`src/rtl/core/mvs_pkg.sv`:
```
// Motion vector statistics: shared constants, command codes and control types.
`default_nettype none
package mvs_pkg;

  localparam int COUNT_BITS     = 24;
  localparam int COMPONENT_BITS = 12;
  localparam int SUM_BITS       = COUNT_BITS + COMPONENT_BITS;
  localparam int ANSWER_BITS    = COMPONENT_BITS + 1;
  localparam int CHANNELS       = 4;
  localparam int CHAN_BITS      = 2;
  localparam int CMD_BITS       = 2;
  localparam int STEP_BITS      = $clog2(COMPONENT_BITS);

  localparam logic [CMD_BITS-1:0] CMD_RECORD    = 2'd0;
  localparam logic [CMD_BITS-1:0] CMD_QUERY_MAX = 2'd1;
  localparam logic [CMD_BITS-1:0] CMD_QUERY_AVG = 2'd2;

  localparam logic [COUNT_BITS-1:0]  COUNT_MAX   = '1;
  localparam logic [ANSWER_BITS-1:0] ANSWER_NONE = '1;
  localparam logic [ANSWER_BITS-1:0] MAG_LIMIT   = ANSWER_BITS'(1) << (COMPONENT_BITS - 1);

  typedef struct packed {
    logic take;
    logic exec;
    logic step;
    logic push;
  } ctrl_t;

  typedef struct packed {
    logic div_go;
    logic div_last;
  } stat_t;

endpackage
`default_nettype wire

```
`src/rtl/core/mvs_if.sv`:
```
// Motion vector statistics: request and result channel interfaces.
`default_nettype none
interface mvs_req_if;
  logic                                       valid;
  logic                                       ready;
  logic [mvs_pkg::CMD_BITS-1:0]               command;
  logic [mvs_pkg::CHAN_BITS-1:0]              channel;
  logic signed [mvs_pkg::COMPONENT_BITS-1:0]  component;

  modport source (output valid, command, channel, component, input ready);
  modport sink   (input valid, command, channel, component, output ready);
endinterface

interface mvs_rsp_if;
  logic                                    valid;
  logic                                    ready;
  logic signed [mvs_pkg::ANSWER_BITS-1:0]  answer;

  modport source (output valid, answer, input ready);
  modport sink   (input valid, answer, output ready);
endinterface
`default_nettype wire

```
`src/rtl/core/mvs_datapath.sv`:
```
// Motion vector statistics: per-channel stores, record update and restoring divider.
`default_nettype none
module mvs_datapath (
  input  wire                                        clk,
  input  wire                                        rst,
  input  wire mvs_pkg::ctrl_t                        ctrl,
  output mvs_pkg::stat_t                             stat,
  input  wire [mvs_pkg::CMD_BITS-1:0]                command,
  input  wire [mvs_pkg::CHAN_BITS-1:0]               channel,
  input  wire signed [mvs_pkg::COMPONENT_BITS-1:0]   component,
  output logic signed [mvs_pkg::ANSWER_BITS-1:0]     answer
);

  logic [mvs_pkg::COMPONENT_BITS-1:0] peak [mvs_pkg::CHANNELS];
  logic [mvs_pkg::SUM_BITS-1:0]       sum  [mvs_pkg::CHANNELS];
  logic [mvs_pkg::COUNT_BITS-1:0]     count[mvs_pkg::CHANNELS];

  logic [mvs_pkg::CMD_BITS-1:0]        cmd_q;
  logic [mvs_pkg::CHAN_BITS-1:0]       ch_q;
  logic [mvs_pkg::COMPONENT_BITS-1:0]  comp_q;
  logic [mvs_pkg::ANSWER_BITS-1:0]     res;
  logic [mvs_pkg::SUM_BITS-1:0]        rem;
  logic [mvs_pkg::SUM_BITS-1:0]        dvs;
  logic [mvs_pkg::COMPONENT_BITS-1:0]  quo;
  logic [mvs_pkg::STEP_BITS-1:0]       step_cnt;

  logic [mvs_pkg::COMPONENT_BITS-1:0]  mag;
  logic                                ge;
  logic [mvs_pkg::COMPONENT_BITS-1:0]  quo_next;

  assign mag      = comp_q[mvs_pkg::COMPONENT_BITS-1] ? (~comp_q + 1'b1) : comp_q;
  assign ge       = rem >= dvs;
  assign quo_next = {quo[mvs_pkg::COMPONENT_BITS-2:0], ge};

  assign stat.div_go   = (cmd_q == mvs_pkg::CMD_QUERY_AVG) && (count[ch_q] != '0);
  assign stat.div_last = (step_cnt == '0);

  always_ff @(posedge clk) begin
    if (rst) begin
      for (int i = 0; i < mvs_pkg::CHANNELS; i++) begin
        peak[i]  <= '0;
        sum[i]   <= '0;
        count[i] <= '0;
      end
    end else if (ctrl.exec && cmd_q == mvs_pkg::CMD_RECORD) begin
      if (count[ch_q] != mvs_pkg::COUNT_MAX) begin
        count[ch_q] <= count[ch_q] + 1'b1;
        sum[ch_q]   <= sum[ch_q] + mvs_pkg::SUM_BITS'(mag);
      end
      if (mag > peak[ch_q]) begin
        peak[ch_q] <= mag;
      end
    end
  end

  always_ff @(posedge clk) begin
    if (ctrl.take) begin
      cmd_q  <= command;
      ch_q   <= channel;
      comp_q <= component;
    end
    if (ctrl.exec) begin
      case (cmd_q)
        mvs_pkg::CMD_RECORD:    res <= '0;
        mvs_pkg::CMD_QUERY_MAX: res <= mvs_pkg::ANSWER_BITS'(peak[ch_q]);
        mvs_pkg::CMD_QUERY_AVG: res <= mvs_pkg::ANSWER_NONE;
        default:                res <= '0;
      endcase
      rem      <= sum[ch_q];
      dvs      <= mvs_pkg::SUM_BITS'(count[ch_q]) << (mvs_pkg::COMPONENT_BITS - 1);
      quo      <= '0;
      step_cnt <= mvs_pkg::STEP_BITS'(mvs_pkg::COMPONENT_BITS - 1);
    end
    if (ctrl.step) begin
      if (ge) begin
        rem <= rem - dvs;
      end
      dvs      <= dvs >> 1;
      quo      <= quo_next;
      step_cnt <= step_cnt - 1'b1;
      if (stat.div_last) begin
        res <= mvs_pkg::ANSWER_BITS'(quo_next);
      end
    end
    if (ctrl.push) begin
      answer <= res;
    end
  end

  a_quotient_bounded: assert property (@(posedge clk) disable iff (rst)
    ctrl.step && stat.div_last |=> res <= mvs_pkg::MAG_LIMIT)
    else $error("average above largest magnitude");

  a_peak_bounded: assert property (@(posedge clk) disable iff (rst)
    ctrl.exec |=> mvs_pkg::ANSWER_BITS'(peak[$past(ch_q)]) <= mvs_pkg::MAG_LIMIT)
    else $error("peak magnitude out of range");

  a_step_after_start: assert property (@(posedge clk) disable iff (rst)
    ctrl.exec && stat.div_go |=> step_cnt == mvs_pkg::STEP_BITS'(mvs_pkg::COMPONENT_BITS - 1))
    else $error("divider not started");

endmodule
`default_nettype wire

```
`src/rtl/core/mvs_ctrl.sv`:
```
// Motion vector statistics: sequencing state machine and result-valid flag.
`default_nettype none
module mvs_ctrl (
  input  wire                  clk,
  input  wire                  rst,
  input  wire                  in_valid,
  output logic                 in_ready,
  output logic                 out_valid,
  input  wire                  out_ready,
  output mvs_pkg::ctrl_t       ctrl,
  input  wire mvs_pkg::stat_t  stat
);

  localparam logic [1:0] S_IDLE = 2'd0;
  localparam logic [1:0] S_EXEC = 2'd1;
  localparam logic [1:0] S_DIV  = 2'd2;
  localparam logic [1:0] S_PUSH = 2'd3;

  logic [1:0] state;
  logic [1:0] state_next;
  logic       slot_free;

  assign slot_free = !out_valid || out_ready;
  assign in_ready  = (state == S_IDLE);

  always_comb begin
    ctrl       = '0;
    state_next = state;
    case (state)
      S_IDLE: begin
        if (in_valid) begin
          ctrl.take  = 1'b1;
          state_next = S_EXEC;
        end
      end
      S_EXEC: begin
        ctrl.exec  = 1'b1;
        state_next = stat.div_go ? S_DIV : S_PUSH;
      end
      S_DIV: begin
        ctrl.step = 1'b1;
        if (stat.div_last) begin
          state_next = S_PUSH;
        end
      end
      S_PUSH: begin
        if (slot_free) begin
          ctrl.push  = 1'b1;
          state_next = S_IDLE;
        end
      end
      default: state_next = S_IDLE;
    endcase
  end

  always_ff @(posedge clk) begin
    if (rst) begin
      state     <= S_IDLE;
      out_valid <= 1'b0;
    end else begin
      state <= state_next;
      if (ctrl.push) begin
        out_valid <= 1'b1;
      end else if (out_ready) begin
        out_valid <= 1'b0;
      end
    end
  end

  a_push_shows: assert property (@(posedge clk) disable iff (rst)
    ctrl.push |=> out_valid && state == S_IDLE)
    else $error("pushed result not presented");

  a_div_entry: assert property (@(posedge clk) disable iff (rst)
    state == S_DIV |-> $past(state) == S_EXEC || $past(state) == S_DIV)
    else $error("divider entered out of sequence");

  a_take_then_exec: assert property (@(posedge clk) disable iff (rst)
    ctrl.take |=> state == S_EXEC)
    else $error("accepted beat not executed");

endmodule
`default_nettype wire

```
`src/rtl/core/motion_vector_stats_unit.sv`:
```
// Motion vector statistics unit: top level joining controller and datapath.
//
// Keeps peak magnitude, magnitude sum and sample count for four channels
// (horizontal/vertical, forward/backward). The request channel carries a
// command, a channel and a signed component; every request beat yields
// exactly one result beat on the result channel.
//   record    : magnitude added to sum and count (frozen once the count is
//               saturated), peak raised; answer 0.
//   query max : answer is the peak magnitude.
//   query avg : answer is sum / count, or -1 for an empty channel.
// Sequence: a request is accepted in the idle state, then passes through the
// execute and push states before the next one is accepted; an average of a
// non-empty channel also passes through the divide state, where the restoring
// divider retires one quotient bit per cycle over 12 bits.
// The result sits in an output register; a request is accepted while an
// earlier result still waits. If the receiver stalls, the finished result
// of the next request is held in the datapath until the output register
// frees, and no further request is taken meanwhile.
// Synchronous reset clears all statistics and empties the output register.
`default_nettype none
module motion_vector_stats_unit (
  input  wire        clk,
  input  wire        rst,
  mvs_req_if.sink    request,
  mvs_rsp_if.source  result
);

  mvs_pkg::ctrl_t ctrl;
  mvs_pkg::stat_t stat;

  mvs_ctrl u_ctrl (
    .clk       (clk),
    .rst       (rst),
    .in_valid  (request.valid),
    .in_ready  (request.ready),
    .out_valid (result.valid),
    .out_ready (result.ready),
    .ctrl      (ctrl),
    .stat      (stat)
  );

  mvs_datapath u_datapath (
    .clk       (clk),
    .rst       (rst),
    .ctrl      (ctrl),
    .stat      (stat),
    .command   (request.command),
    .channel   (request.channel),
    .component (request.component),
    .answer    (result.answer)
  );

endmodule
`default_nettype wire
```
`src/flat_wrapper.sv`:
```
// flat-port wrapper written by rule: the top's interface ports become plain ports
module motion_vector_stats_unit_flat 
  (clk, rst, request_valid, request_command, request_channel, request_component, request_ready, result_valid, result_answer, result_ready);
  mvs_req_if request_i ();
  mvs_rsp_if result_i ();
  input  wire clk;
  input  wire rst;
  input wire logic [$bits(request_i.valid)-1:0] request_valid;
  input wire logic [$bits(request_i.command)-1:0] request_command;
  input wire logic [$bits(request_i.channel)-1:0] request_channel;
  input wire logic [$bits(request_i.component)-1:0] request_component;
  output wire logic [$bits(request_i.ready)-1:0] request_ready;
  output wire logic [$bits(result_i.valid)-1:0] result_valid;
  output wire logic [$bits(result_i.answer)-1:0] result_answer;
  input wire logic [$bits(result_i.ready)-1:0] result_ready;
  assign request_i.valid = request_valid;
  assign request_i.command = request_command;
  assign request_i.channel = request_channel;
  assign request_i.component = request_component;
  assign request_ready = request_i.ready;
  assign result_valid = result_i.valid;
  assign result_answer = result_i.answer;
  assign result_i.ready = result_ready;
  motion_vector_stats_unit u_core (.clk(clk), .rst(rst), .request(request_i), .result(result_i));
endmodule
```
`config.mk`:
```
export PLATFORM = sky130hd
export DESIGN_NAME = motion_vector_stats_unit_flat
export DESIGN_NICKNAME = d
export VERILOG_FILES = /design/src/rtl/core/mvs_pkg.sv /design/src/rtl/core/mvs_if.sv /design/src/rtl/core/mvs_datapath.sv /design/src/rtl/core/mvs_ctrl.sv /design/src/rtl/core/motion_vector_stats_unit.sv /design/src/flat_wrapper.sv
export SDC_FILE = /design/constraint.sdc
export NUM_CORES = 1
export LEC_CHECK = 0
export BUFFER_PORTS_ARGS = -buffer_cell sky130_fd_sc_hd__buf_2
export CELL_PAD_IN_SITES_DETAIL_PLACEMENT = 2
export CELL_PAD_IN_SITES_GLOBAL_PLACEMENT = 2
export CORE_MARGIN = 4
export CORE_UTILIZATION = 40
export CTS_CLUSTER_SIZE = 12
export DETAILED_ROUTE_END_ITERATION = 10
export PLACE_DENSITY_LB_ADDON = 0.08
export SLEW_MARGIN = 20
export SYNTH_ARGS = -nofsm -noshare
export SYNTH_HDL_FRONTEND = slang
export SYNTH_SLANG_ARGS = --single-unit
```
`constraint.sdc`:
```
create_clock -name clk -period 5.31 [get_ports clk]
set_input_delay 0.2655 -clock clk [delete_from_list [all_inputs] [get_ports clk]]
set_output_delay 0.2655 -clock clk [all_outputs]
set_load 0.03 [all_outputs]
```
==> results.ini <==
[synth]
syn_avg_cell_area_um2 = 11.90
netlist_area_um2 = 21190
synth_cell_types = 65
syn-num-nets = 1873
synthMuxAreaShare_pct = 9.753
seq_area_frac_synth_pct = 57.10
synthArstFlopShare_pct = 0
synthCells = 1781
synth_top_family_by_area = simple AND/OR/NAND/NOR gates
synth_xor_area_share_pct = 3.843
synth_compound_area_share_pct = 7.751
synthAdderAreaFrac_pct = 4.321
synth-main-ff-cell = edfxtp_1
synth_seq_cells = 421
yosysWarnings = 0
yosys.area_share.simple_pct = 13.48
synth_edf_count = 367

[finish]
layout-drive-gt1-share_pct = 14.06
syn2layout_area_growth_pct = 13.19
stdcell_area_um2 = 23990
layout_commonest_cell = edfxtp_1
nFillCells = 5301
layout_common_cells = 367 x edfxtp_1, 366 x nor2_1, 101 x a21oi_1, 95 x inv_1, 80 x nand2_1
fin_nets = 1928
fin_util_pct = 45.65

[timing]
final-setup-viol-count = 0
tightestPinTransition_ps = 823.9
max_slew_margin_pct = 44.94
setup-tns-final_ps = 0
hold_slack_ps = 113.8
hold_viol = 0
period_needed_ps = 4799
finalClockSkew_ps = 21.31
min_period_over_period_pct = 90.38
max_clock_freq_mhz = 208.4
fin_ws_ps = 511.0
rsz0062_at_grt = false
drv_slew = 0

[floorplan]
dieArea_um2 = 56730
pin_count = 35
core_area_um2 = 52550
dieHeight_um = 238.2
start_util_pct = 40.33
die_w_um = 238.2
num_rows = 84

[detailed_routing]
wire_per_inst_um = 25.39
drt-total-wl_um = 65170
vias = 14380
drt_iter0_markers = 997
post-route-drc-count = 0
ant_nets = 0
viasPerCell = 5.603
drt_first_pass_iters = 5

[worst_setup_path]
cp.required_ps = 5570
rr_worst_depth = 14
endpoint_kind = flop
r2r_slack_ps = 510
setup.worst_path.start_class = flop
path_max_fanout = 13
worstPathArrival_ps = 5060
critPathKind = flop to flop

[flow_run]
drv_cap = 0

[global_route]
grt_pass1_wl_um = 100000
grt_max_degree = 61
grt_use_total_pct = 22.93
grt_pass1_vias = 16050
grt_overflow = 0
antenna_found_initial = 2

[placed_design]
place.port_buffers = 34
dp_hpwl_um = 44030
gp_congestion = 0.8059
dpl_worst_slack_ps = 286.3
placedInstanceArea_um2 = 22180

[clocking]
clkSinkCount = 421
clk_pin_slew_ps = 60
htree_levels = 2
cts_inserted_buffers = 50
clock_latency_ps = 600
cts_setup_buffers = 0
cts_tree = built
clock-root-buffer = clkbuf_16
cts_buffer_depth = 3

[power]
powerDensity_nw_per_um2 = 601.0
p_leak_nw = 8.937
ir_drop_mv = 0.4004

[status]
status = finished, final reports clean

[min_path]
whs_path_depth = 2
hp-class = primary input to flop

==> area by class of cell <==
type                            count  area (um2)  share of cell area (%)
Antenna cell                        1       2.502                 0.01043
Clock buffer                       65        1349                   5.622
Clock inverter                     29       280.3                   1.168
Inverter                           97       364.1                   1.518
Multi-Input combinational cell   1180        8347                   34.79
Sequential cell                   421       12110                   50.47
Tap cell                          688       860.8                   3.588
Timing Repair Buffer               86       678.2                   2.827
==> kinds of logic after synthesis <==
| group | count (synthesis) |
|---|---|
| and+or+nand+nor | 634 |
| DFF | 421 |
| AOI/OAI and AO/OA | 267 |
| xor gates and xnor gates | 93 |
| muxes | 114 |
| adders and majority gates | 72 |
| buffers and inverters | 180 |
==> critical path, cell delays in order (launching register included) <==
cell,delay [ps]
edfxtp_1,470
inv_1,230
ha_1,210
nand2b_1,110
nand2b_1,180
o41ai_1,330
xor2_1,410
inv_1,150
ha_1,330
nand4_1,140
or2_2,320
a311oi_1,410
nand2b_1,160
or3b_2,660
nand2b_2,350
==> where the power goes <==
part | switching [mW] | internal [mW] | leakage, nW
registers | 0.382 | 4.34 | 4.18
clock network | 1.42 | 2.04 | 0.805
logic | 3.98 | 2.26 | 3.95
==> metrics by stage <==
step                      std cells  total power [mW]
after floorplan                1781             8.995
after global placement         2455             10.71
after detailed placement       2455             10.95
after CTS                      2566             14.52
after global routing           2567             15.35
final                          2567             14.42
==> state kept, by name, summed over array words and instances, names as in the netlist, named ones only <==
| signal | count |
|---|---|
| u_core.u_datapath.dvs | 35 |
| u_core.u_datapath.peak | 48 |
| u_core.u_ctrl.out_valid | 1 |
| u_core.u_datapath.count | 96 |
| u_core.u_datapath.step_cnt | 4 |
| u_core.u_datapath.sum | 144 |
| u_core.u_datapath.ch_q | 2 |
| u_core.u_datapath.rem | 36 |
| u_core.u_datapath.quo | 11 |
| u_core.u_datapath.res | 13 |
| u_core.u_datapath.comp_q | 12 |
| u_core.u_datapath.cmd_q | 2 |
| u_core.u_ctrl.state | 2 |
| u_core.u_datapath.answer | 13 |
==> what timing repair did <==
item | CTS | global route
gates resized for setup | 0 | 2
endpoints found under the setup margin | 0 | 24
endpoints found under the hold margin | 19 | 0
hold buffers | 17 | 0
==> path summary, 6_finish.rpt <==
| check | startpoint | endpoint |
|---|---|---|
| max reg2reg | u_core.u_datapath.comp_q[0]$_DFFE_PP_ | u_core.u_datapath.peak[1][4]$_SDFFCE_PN0P_ |
| min | rst | u_core.u_ctrl.out_valid$_SDFFE_PP0P_ |
| min reg2reg | u_core.u_datapath.res[8]$_DFF_P_ | u_core.u_datapath.answer[8]$_DFFE_PP_ |
| max | u_core.u_datapath.comp_q[0]$_DFFE_PP_ | u_core.u_datapath.peak[1][4]$_SDFFCE_PN0P_ |
==> metal layers <==
layer,part of all wire [%],global-route usage [%],vias up,wire (um)
met2,48,38.21,248,31530
met1,46,32.70,7502,30230
met3,3.8,2.785,67,2458
met5,0.020,0,-,13
li1,-,-,6565,-
met4,1.4,4.591,2,943
==> cells in the mapped netlist (7+ instances only) <==
cell type,n,share of area [%]
edfxtp_1,367,52
a211oi_1,21,0.74
xnor2_1,52,2.1
a31oi_1,10,0.30
clkbuf_1,47,0.83
ha_1,70,4.1
nand2_1,80,1.4
buf_6,9,0.48
nor2_1,366,6.5
a21oi_1,101,2.4
o21a_1,7,0.25
dfxtp_1,54,5.1
buf_2,21,0.50
nand3_1,21,0.50
o21ai_0,58,1.4
xor2_1,41,1.7
nor3_1,19,0.45
mux2i_1,22,1.0
nand2b_1,17,0.50
and3_1,9,0.27
inv_1,95,1.7
mux2_2,20,1.1
a21o_1,20,0.71
nor2b_1,15,0.44
nand4_1,17,0.50
mux4_2,72,7.7
or3_1,8,0.24
a211o_1,7,0.29
and2_1,43,1.3
nor4_1,13,0.38
Note: power is estimated with default switching activity, not from simulation.
